<file path="config.mk">
export PLATFORM = sky130hd
export DESIGN_NAME = keypad_debounce_longpress_events_top
export DESIGN_NICKNAME = d
export VERILOG_FILES = /design/src/design/kdle_pkg.sv /design/src/design/kdle_lane.sv /design/src/design/kdle_merge.sv /design/src/design/keypad_debounce_longpress_events_top.sv
export SDC_FILE = /design/constraint.sdc
export NUM_CORES = 2
export LEC_CHECK = 0
export BUFFER_PORTS_ARGS = -buffer_cell sky130_fd_sc_hd__buf_4
export CORE_MARGIN = 2
export CORE_UTILIZATION = 40
export DETAILED_ROUTE_END_ITERATION = 16
export GPL_ROUTABILITY_DRIVEN = 0
export PLACE_DENSITY_LB_ADDON = 0.3
export REMOVE_ABC_BUFFERS = 1
export SETUP_SLACK_MARGIN = 0.2
export SLEW_MARGIN = 40
export SYNTH_ARGS = -nofsm -noshare
export SYNTH_HDL_FRONTEND = slang
export SYNTH_SLANG_ARGS = --single-unit
</file>
<file path="constraint.sdc">
create_clock -name clock -period 15.51 [get_ports clock]
set_input_delay 0.7755 -clock clock [delete_from_list [all_inputs] [get_ports clock]]
set_output_delay 0.7755 -clock clock [all_outputs]
set_load 0.005 [all_outputs]
</file>
<file path="src/design/kdle_pkg.sv">
// Shared types, constants and event code tables for the keypad debounce block.
package kdle_pkg;

   localparam int LEVEL_WIDTH     = 10;
   localparam int TIME_WIDTH      = 32;
   localparam int CFG_WIDTH       = 16;
   localparam int CODE_WIDTH      = 5;
   localparam int CSR_INDEX_WIDTH = 2;

   localparam int IX_START = 7;
   localparam int IX_FOOT  = 8;

   localparam logic [CSR_INDEX_WIDTH-1:0] CSR_DEBOUNCE_MS      = 2'd0;
   localparam logic [CSR_INDEX_WIDTH-1:0] CSR_LONG_PRESS_MS    = 2'd1;
   localparam logic [CSR_INDEX_WIDTH-1:0] CSR_START_ON_RELEASE = 2'd2;

   localparam logic [CFG_WIDTH-1:0] DEBOUNCE_RESET   = 16'd50;
   localparam logic [CFG_WIDTH-1:0] LONG_PRESS_RESET = 16'd1000;

   localparam logic [CODE_WIDTH-1:0] EV_NONE        = 5'd0;
   localparam logic [CODE_WIDTH-1:0] EV_PRESS_START = 5'd1;
   localparam logic [CODE_WIDTH-1:0] EV_LONG_UP     = 5'd2;
   localparam logic [CODE_WIDTH-1:0] EV_LONG_DOWN   = 5'd3;
   localparam logic [CODE_WIDTH-1:0] EV_LONG_FOCUS  = 5'd4;
   localparam logic [CODE_WIDTH-1:0] EV_LONG_EXIT   = 5'd5;
   localparam logic [CODE_WIDTH-1:0] EV_LONG_ADJ    = 5'd6;
   localparam logic [CODE_WIDTH-1:0] EV_LONG_STRIP  = 5'd7;
   localparam logic [CODE_WIDTH-1:0] EV_LONG_MENU   = 5'd8;
   localparam logic [CODE_WIDTH-1:0] EV_REL_UP      = 5'd9;
   localparam logic [CODE_WIDTH-1:0] EV_REL_DOWN    = 5'd10;
   localparam logic [CODE_WIDTH-1:0] EV_REL_FOCUS   = 5'd11;
   localparam logic [CODE_WIDTH-1:0] EV_REL_EXIT    = 5'd12;
   localparam logic [CODE_WIDTH-1:0] EV_REL_ADJ     = 5'd13;
   localparam logic [CODE_WIDTH-1:0] EV_REL_STRIP   = 5'd14;
   localparam logic [CODE_WIDTH-1:0] EV_REL_MENU    = 5'd15;
   localparam logic [CODE_WIDTH-1:0] EV_REL_START   = 5'd16;
   localparam logic [CODE_WIDTH-1:0] EV_LAST        = 5'd16;

   typedef struct packed {
      logic [CFG_WIDTH-1:0] debounce_ms;
      logic [CFG_WIDTH-1:0] long_press_ms;
      logic                 start_on_release;
   } cfg_type;

   function automatic logic [CODE_WIDTH-1:0] long_code(input int idx);
      logic [CODE_WIDTH-1:0] code;
      case (idx)
         0: code = EV_LONG_UP;
         1: code = EV_LONG_DOWN;
         2: code = EV_LONG_FOCUS;
         3: code = EV_LONG_EXIT;
         4: code = EV_LONG_ADJ;
         5: code = EV_LONG_STRIP;
         6: code = EV_LONG_MENU;
         default: code = EV_NONE;
      endcase
      return code;
   endfunction

   function automatic logic [CODE_WIDTH-1:0] rel_code(input int idx);
      logic [CODE_WIDTH-1:0] code;
      case (idx)
         0: code = EV_REL_UP;
         1: code = EV_REL_DOWN;
         2: code = EV_REL_FOCUS;
         3: code = EV_REL_EXIT;
         4: code = EV_REL_ADJ;
         5: code = EV_REL_STRIP;
         6: code = EV_REL_MENU;
         7: code = EV_REL_START;
         8: code = EV_REL_START;
         9: code = EV_REL_FOCUS;
         default: code = EV_NONE;
      endcase
      return code;
   endfunction

endpackage

</file>
<file path="src/design/kdle_lane.sv">
// One button lane: debounce, hold timing and the lane's event code for each transaction.
module kdle_lane #(
   parameter int LANE_INDEX = 0
) (
   input  logic                              clock,
   input  logic                              reset,
   input  logic                              accept,
   input  logic                              level,
   input  logic [kdle_pkg::TIME_WIDTH-1:0]   now_ms,
   input  kdle_pkg::cfg_type                 cfg,
   output logic [kdle_pkg::CODE_WIDTH-1:0]   lane_code
);

   typedef enum logic [1:0] {
      MODE_IDLE,
      MODE_PRESSED,
      MODE_LONG,
      MODE_RELEASED
   } mode_type;

   localparam logic IS_START = (LANE_INDEX == kdle_pkg::IX_START) ||
                               (LANE_INDEX == kdle_pkg::IX_FOOT);
   localparam logic [kdle_pkg::CODE_WIDTH-1:0] LONG_CODE = kdle_pkg::long_code(LANE_INDEX);
   localparam logic [kdle_pkg::CODE_WIDTH-1:0] REL_CODE  = kdle_pkg::rel_code(LANE_INDEX);

   mode_type                          mode_ff, mode_in;
   logic                              acc_level_ff, acc_level_in;
   logic [kdle_pkg::TIME_WIDTH-1:0]   change_time_ff, change_time_in;
   logic                              edge_flag_ff, edge_flag_in;
   logic                              long_rep_ff, long_rep_in;
   logic                              hold_ff, hold_in;
   logic [kdle_pkg::TIME_WIDTH-1:0]   press_time_ff, press_time_in;
   logic [kdle_pkg::CODE_WIDTH-1:0]   code_ff, code_in;
   logic [kdle_pkg::TIME_WIDTH-1:0]   since_change;
   logic [kdle_pkg::TIME_WIDTH-1:0]   since_press;

   always_comb begin
      mode_in        = mode_ff;
      acc_level_in   = acc_level_ff;
      change_time_in = change_time_ff;
      edge_flag_in   = edge_flag_ff;
      long_rep_in    = long_rep_ff;
      hold_in        = hold_ff;
      press_time_in  = press_time_ff;
      code_in        = kdle_pkg::EV_NONE;

      if ((mode_ff == MODE_PRESSED || mode_ff == MODE_LONG) && level) begin
         mode_in = MODE_RELEASED;
      end

      since_change = now_ms - change_time_ff;
      if (since_change > {{(kdle_pkg::TIME_WIDTH-kdle_pkg::CFG_WIDTH){1'b0}}, cfg.debounce_ms}
          && level != acc_level_ff) begin
         change_time_in = now_ms;
         acc_level_in   = level;
         if (!level) begin
            mode_in      = MODE_PRESSED;
            edge_flag_in = 1'b1;
            long_rep_in  = 1'b0;
         end
      end

      if (mode_in == MODE_PRESSED && !hold_ff) begin
         hold_in       = 1'b1;
         press_time_in = now_ms;
      end

      since_press = now_ms - press_time_in;
      if (hold_in &&
          since_press > {{(kdle_pkg::TIME_WIDTH-kdle_pkg::CFG_WIDTH){1'b0}}, cfg.long_press_ms})
      begin
         mode_in = MODE_LONG;
         hold_in = 1'b0;
      end

      if (IS_START && !cfg.start_on_release && edge_flag_in) begin
         edge_flag_in = 1'b0;
         code_in      = kdle_pkg::EV_PRESS_START;
      end

      case (mode_in)
         MODE_LONG: begin
            if (!long_rep_in) begin
               long_rep_in = 1'b1;
               if (LONG_CODE != kdle_pkg::EV_NONE) begin
                  code_in = LONG_CODE;
               end
            end
         end
         MODE_RELEASED: begin
            mode_in     = MODE_IDLE;
            hold_in     = 1'b0;
            long_rep_in = 1'b0;
            if (REL_CODE != kdle_pkg::EV_NONE && (!IS_START || cfg.start_on_release)) begin
               code_in = REL_CODE;
            end
         end
         default: begin
         end
      endcase
   end

   always_ff @(posedge clock) begin
      if (reset) begin
         mode_ff        <= MODE_IDLE;
         acc_level_ff   <= 1'b1;
         change_time_ff <= '0;
         edge_flag_ff   <= 1'b0;
         long_rep_ff    <= 1'b0;
         hold_ff        <= 1'b0;
         press_time_ff  <= '0;
         code_ff        <= kdle_pkg::EV_NONE;
      end else if (accept) begin
         mode_ff        <= mode_in;
         acc_level_ff   <= acc_level_in;
         change_time_ff <= change_time_in;
         edge_flag_ff   <= edge_flag_in;
         long_rep_ff    <= long_rep_in;
         hold_ff        <= hold_in;
         press_time_ff  <= press_time_in;
         code_ff        <= code_in;
      end
   end

   assign lane_code = code_ff;

   a_no_released_rest: assert property (@(posedge clock) disable iff (reset)
      mode_ff != MODE_RELEASED)
      else $error("lane left in released mode after a transaction");

   a_long_reported: assert property (@(posedge clock) disable iff (reset)
      accept |=> (mode_ff != MODE_LONG || long_rep_ff))
      else $error("long press mode without long press report");

   a_long_stops_hold: assert property (@(posedge clock) disable iff (reset)
      accept && mode_in == MODE_LONG && mode_ff != MODE_LONG |=> !hold_ff)
      else $error("hold timer still running after long press entry");

endmodule

</file>
<file path="src/design/kdle_merge.sv">
// Merge stage: picks the highest-index lane event and holds it in the output register.
module kdle_merge #(
   parameter int BUTTON_COUNT = 10
) (
   input  logic                              clock,
   input  logic                              load,
   input  logic [kdle_pkg::CODE_WIDTH-1:0]   lane_codes [BUTTON_COUNT],
   output logic [kdle_pkg::CODE_WIDTH-1:0]   event_code
);

   logic [kdle_pkg::CODE_WIDTH-1:0] code_ff, code_in;

   always_comb begin
      code_in = kdle_pkg::EV_NONE;
      for (int i = 0; i < BUTTON_COUNT; i++) begin
         if (lane_codes[i] != kdle_pkg::EV_NONE) begin
            code_in = lane_codes[i];
         end
      end
   end

   always_ff @(posedge clock) begin
      if (load) begin
         code_ff <= code_in;
      end
   end

   assign event_code = code_ff;

endmodule

</file>
<file path="src/design/keypad_debounce_longpress_events_top.sv">
// One transaction per cycle unless rsp_stall holds, through the lane registers and the output register.
// Each button lane updates its debounce and hold state in the accepting cycle and registers its event.
// The merge stage then selects the highest-index event into the output register.
// A stalled result does not block the lanes: one more transaction may sit in the lane registers.
// Synchronous reset returns every button to idle and released and the registers to 50, 1000 and 0.
module keypad_debounce_longpress_events_top #(
   parameter int BUTTON_COUNT = 10
) (
   input  logic                                   clock,
   input  logic                                   reset,
   input  logic                                   req_valid,
   output logic                                   req_stall,
   input  logic [kdle_pkg::LEVEL_WIDTH-1:0]       req_levels,
   input  logic [kdle_pkg::TIME_WIDTH-1:0]        req_now_ms,
   output logic                                   rsp_valid,
   input  logic                                   rsp_stall,
   output logic [kdle_pkg::CODE_WIDTH-1:0]        rsp_event_code,
   input  logic                                   csr_valid,
   output logic                                   csr_ready,
   input  logic [kdle_pkg::CSR_INDEX_WIDTH-1:0]   csr_index,
   input  logic [kdle_pkg::CFG_WIDTH-1:0]         csr_wdata
);

   kdle_pkg::cfg_type                 cfg_ff, cfg_in;
   logic                              lane_valid_ff, lane_valid_in;
   logic                              rsp_valid_ff, rsp_valid_in;
   logic                              accept;
   logic                              out_free;
   logic                              advance;
   logic [kdle_pkg::CODE_WIDTH-1:0]   lane_codes [BUTTON_COUNT];

   assign csr_ready = 1'b1;

   always_comb begin
      cfg_in = cfg_ff;
      if (csr_valid && csr_ready) begin
         case (csr_index)
            kdle_pkg::CSR_DEBOUNCE_MS:      cfg_in.debounce_ms      = csr_wdata;
            kdle_pkg::CSR_LONG_PRESS_MS:    cfg_in.long_press_ms    = csr_wdata;
            kdle_pkg::CSR_START_ON_RELEASE: cfg_in.start_on_release = csr_wdata[0];
            default: begin
            end
         endcase
      end
   end

   assign out_free      = !rsp_valid_ff || !rsp_stall;
   assign advance       = lane_valid_ff && out_free;
   assign req_stall     = lane_valid_ff && !out_free;
   assign accept        = req_valid && !req_stall;
   assign lane_valid_in = accept || (lane_valid_ff && !out_free);
   assign rsp_valid_in  = advance || (rsp_valid_ff && rsp_stall);

   always_ff @(posedge clock) begin
      if (reset) begin
         cfg_ff.debounce_ms      <= kdle_pkg::DEBOUNCE_RESET;
         cfg_ff.long_press_ms    <= kdle_pkg::LONG_PRESS_RESET;
         cfg_ff.start_on_release <= 1'b0;
         lane_valid_ff           <= 1'b0;
         rsp_valid_ff            <= 1'b0;
      end else begin
         cfg_ff        <= cfg_in;
         lane_valid_ff <= lane_valid_in;
         rsp_valid_ff  <= rsp_valid_in;
      end
   end

   for (genvar i = 0; i < BUTTON_COUNT; i++) begin : g_lane
      logic level;
      if (i < kdle_pkg::LEVEL_WIDTH) begin : g_wired
         assign level = req_levels[i];
      end else begin : g_spare
         assign level = 1'b1;
      end

      kdle_lane #(
         .LANE_INDEX (i)
      ) u_lane (
         .clock     (clock),
         .reset     (reset),
         .accept    (accept),
         .level     (level),
         .now_ms    (req_now_ms),
         .cfg       (cfg_ff),
         .lane_code (lane_codes[i])
      );
   end

   kdle_merge #(
      .BUTTON_COUNT (BUTTON_COUNT)
   ) u_merge (
      .clock      (clock),
      .load       (advance),
      .lane_codes (lane_codes),
      .event_code (rsp_event_code)
   );

   assign rsp_valid = rsp_valid_ff;

   a_stall_needs_item: assert property (@(posedge clock) disable iff (reset)
      req_stall |-> lane_valid_ff)
      else $error("input stalled with empty lane stage");

   a_accept_fills_lanes: assert property (@(posedge clock) disable iff (reset)
      accept |=> lane_valid_ff)
      else $error("accepted transaction did not reach the lane stage");

   a_advance_fills_output: assert property (@(posedge clock) disable iff (reset)
      advance |=> rsp_valid_ff)
      else $error("merged result lost on its way to the output register");

   a_code_in_range: assert property (@(posedge clock) disable iff (reset)
      rsp_valid_ff |-> rsp_event_code <= kdle_pkg::EV_LAST)
      else $error("event code out of range");

endmodule

</file>
==> flow_metrics.py <==
metrics = {
    "outcome": {
        "status": "finished clean",
    },
    "synth": {
        "synthFlopType": "dfxtp_1",
        "synthCells": 9820,
        "synth_seq_cells": 752,
        "synth_cell_type_count": 109,
        "synth-edff-count": 5,
        "synth_area_leaders": "dfxtp_1, ha_1, mux2i_1",
        "synth_top_area_cell": "dfxtp_1",
        "async_reset_ff_frac": 0,
        "netlist_area_mm2": 0.0740,
        "synth_top_area_share": 0.202,
        "seq_area_frac_synth": 0.204,
        "ys_warn_count": 0,
        "synth_area_per_cell_um2": 7.53,
    },
    "worst_setup_path": {
        "setup.reg_to_reg.worst_slack_ns": 2.67,
        "required_ns": 16.18,
        "endpoint_kind": "register",
        "start_kind": "input pin",
        "arrival_ns": 13.72,
        "crit_slowest_cell": "o41ai_1",
        "r2r-start": "g_lane[3].u_lane.change_time_ff[1]$_SDFFE_PP0P_",
        "r2r_cells": 54,
        "timing.rr.end": "g_lane[3].u_lane.lane_code[2]$_SDFFE_PP0P_",
        "max_stage_delay_ns": 0.64,
        "cp_max_fo": 35,
        "startpoint": "req_now_ms[0]",
        "critPathKind": "input pin to register",
    },
    "floorplanning": {
        "die_h_um": 434,
        "core_mm2": 0.183,
        "start_util": 0.403,
        "die_x_um": 434,
        "die_area_mm2": 0.188,
        "rows": 157,
        "io_pins": 73,
    },
    "run": {
        "drv_cap": 0,
    },
    "power": {
        "p_total_mw": 7.61,
        "p_leak_nw": 33.9,
        "powerDensity_mw_per_mm2": 94.5,
        "irDropWorstVdd_v": 0.0000830,
    },
    "cells_and_area": {
        "final_area_mm2": 0.0805,
        "final_common_cell": "nor2_1",
        "drive_gt1_frac": 0.0541,
        "mostFrequentLayoutCells": "nor2_1, nand2_1, ha_1, a21oi_1, dfxtp_1",
        "fin_nets": 10679,
        "final_cells": 12217,
        "syn_to_final_growth_pct": 8.82,
        "utilization": 0.439,
    },
    "detailed_routing": {
        "drt_iter0_drc": 6856,
        "viasPerCell": 5.98,
        "met3_length_mm": 20.9,
        "dr.pass1.iters": 9,
        "top_layer": "met5",
        "met1_length_mm": 112,
        "dr_total_vias": 73020,
        "ant_nets": 0,
        "drcViolationCount": 0,
        "wl_mm": 259,
        "wire_per_inst_um": 21.2,
        "route.met2.wl_mm": 111,
    },
    "global_route": {
        "grt_max_degree": 142,
        "grt_pass1_wl_mm": 393,
        "antenna_found_initial": 19,
        "grt_pass1_vias": 67718,
        "grt_overflow": 0,
        "grt_usage": 0.266,
    },
    "clock_network": {
        "post_cts_buffers": 0,
        "clk_latency_ns": 0.76,
        "holdBufCountCts": 0,
        "cts_resized": 0,
        "cts_tree": "done",
        "cts-root-buf": "clkbuf_16",
        "cts_max_path_buffers": 3,
        "clk_pin_slew_ns": 0.07,
        "cts_htree_levels": 3,
        "cts_buffers": 94,
        "numClockSinks": 752,
    },
    "placement": {
        "place_area_mm2": 0.0772,
        "hpwl_mm": 186,
        "port_buffers": 71,
        "post-place-ws_ns": 2.16,
        "dpl.cell_count": 12036,
    },
    "sta": {
        "setup_viol": 0,
        "tns_ns": 0,
        "rsz0062_at_grt": "false",
        "worst_pin_slew_ns": 0.893,
        "timing.hold.ws_ns": 0.262,
        "setup_slack_ns": 2.46,
        "fin_crit_ns": 13.05,
        "fin_crit_sh": 0.842,
        "slew_headroom": 0.405,
        "slew_violations": 0,
        "fmax_mhz": 76.6,
        "finClkSkew_ns": 0.0361,
        "hold_violations": 0,
    },
    "min_path": {
        "hp-class": "input pin to register",
        "holdPathEnd": "lane_valid_ff$_SDFF_PP0_",
        "holdCritStartpoint": "req_valid",
        "min_path_cells": 2,
    },
}
critical path, delay by kind of cell:
kind | cells | cell delay (ns)
mux | 1 | 0.14
compound gates | 23 | 5.18
simple gates | 18 | 4.08
xor+xnor | 2 | 0.24
fa+ha+maj | 6 | 2.10
buf+inv | 3 | 1.18
sequential cells by signal, summed over array words and instances, names as in the netlist, 7 cells and up:
name                          flops
g_lane.u_lane.change_time_ff    320
g_lane.u_lane.press_time_ff     320
cfg_ff                           33
g_lane.u_lane.lane_code          23
g_lane.u_lane.mode_ff            20
g_lane.u_lane.acc_level_ff       10
g_lane.u_lane.hold_ff            10
g_lane.u_lane.long_rep_ff         7
power breakdown:
group / internal (mW) / switching [mW]
combinational: 1.25 / 1.90
sequential: 2.05 / 0.0671
clock: 1.38 / 0.972
cell type report:
type	count	area, um2
fill	18377	103000
clock inverter	38	462
sequential	752	15100
tap	2464	3080
multi-input combinational	8007	55100
clock buffer	136	2770
antenna	6	15.0
timing repair buffer	215	1730
inverter	599	2250
routing by layer:
layer / track usage / vias up
met3: 0.0412 / 605
met1: 0.352 / 34579
met4: 0.134 / 16
met5: 0 / -
met2: 0.419 / 2702
li1: - / 35118
cell families (layout without fill, tap and decap cells):
logic type                 Yosys count  in the layout  synth area share
AOI/OAI and AO/OA                 2729           2729             0.238
xor gates and xnor gates           377            377            0.0446
adders and majority gates          952            952             0.163
muxes                              633            633            0.0859
DFF                                752            752             0.204
other                                1              7         0.0000507
and+or+nand+nor                   3315           3315             0.210
buffers and inverters             1061            988            0.0546
cell usage after synthesis (164+ instances only):
master	n
nor3_1	164
nand2b_1	171
clkbuf_1	373
nand3_1	192
o21ai_0	451
nor2_1	1128
a21oi_1	919
ha_1	925
a211oi_1	195
nand2_1	938
dfxtp_1	747
a21o_1	267
mux2i_1	615
inv_1	598
xnor2_1	246
worst max path at each step:
stage               slack [ns]                                         end  cells after the start
detailed placement        2.16  g_lane[3].u_lane.lane_code[2]$_SDFFE_PP0P_                     53
floorplan                 1.35  g_lane[7].u_lane.lane_code[4]$_SDFFE_PP0P_                     50
finish                    2.46  g_lane[3].u_lane.lane_code[2]$_SDFFE_PP0P_                     53
global placement          2.26   g_lane[2].u_lane.long_rep_ff$_SDFFE_PP0P_                     53
global route              1.60  g_lane[3].u_lane.lane_code[0]$_SDFFE_PP0P_                     53
CTS                       2.87  g_lane[3].u_lane.lane_code[2]$_SDFFE_PP0P_                     53
Power figures use the tool's default switching activity.
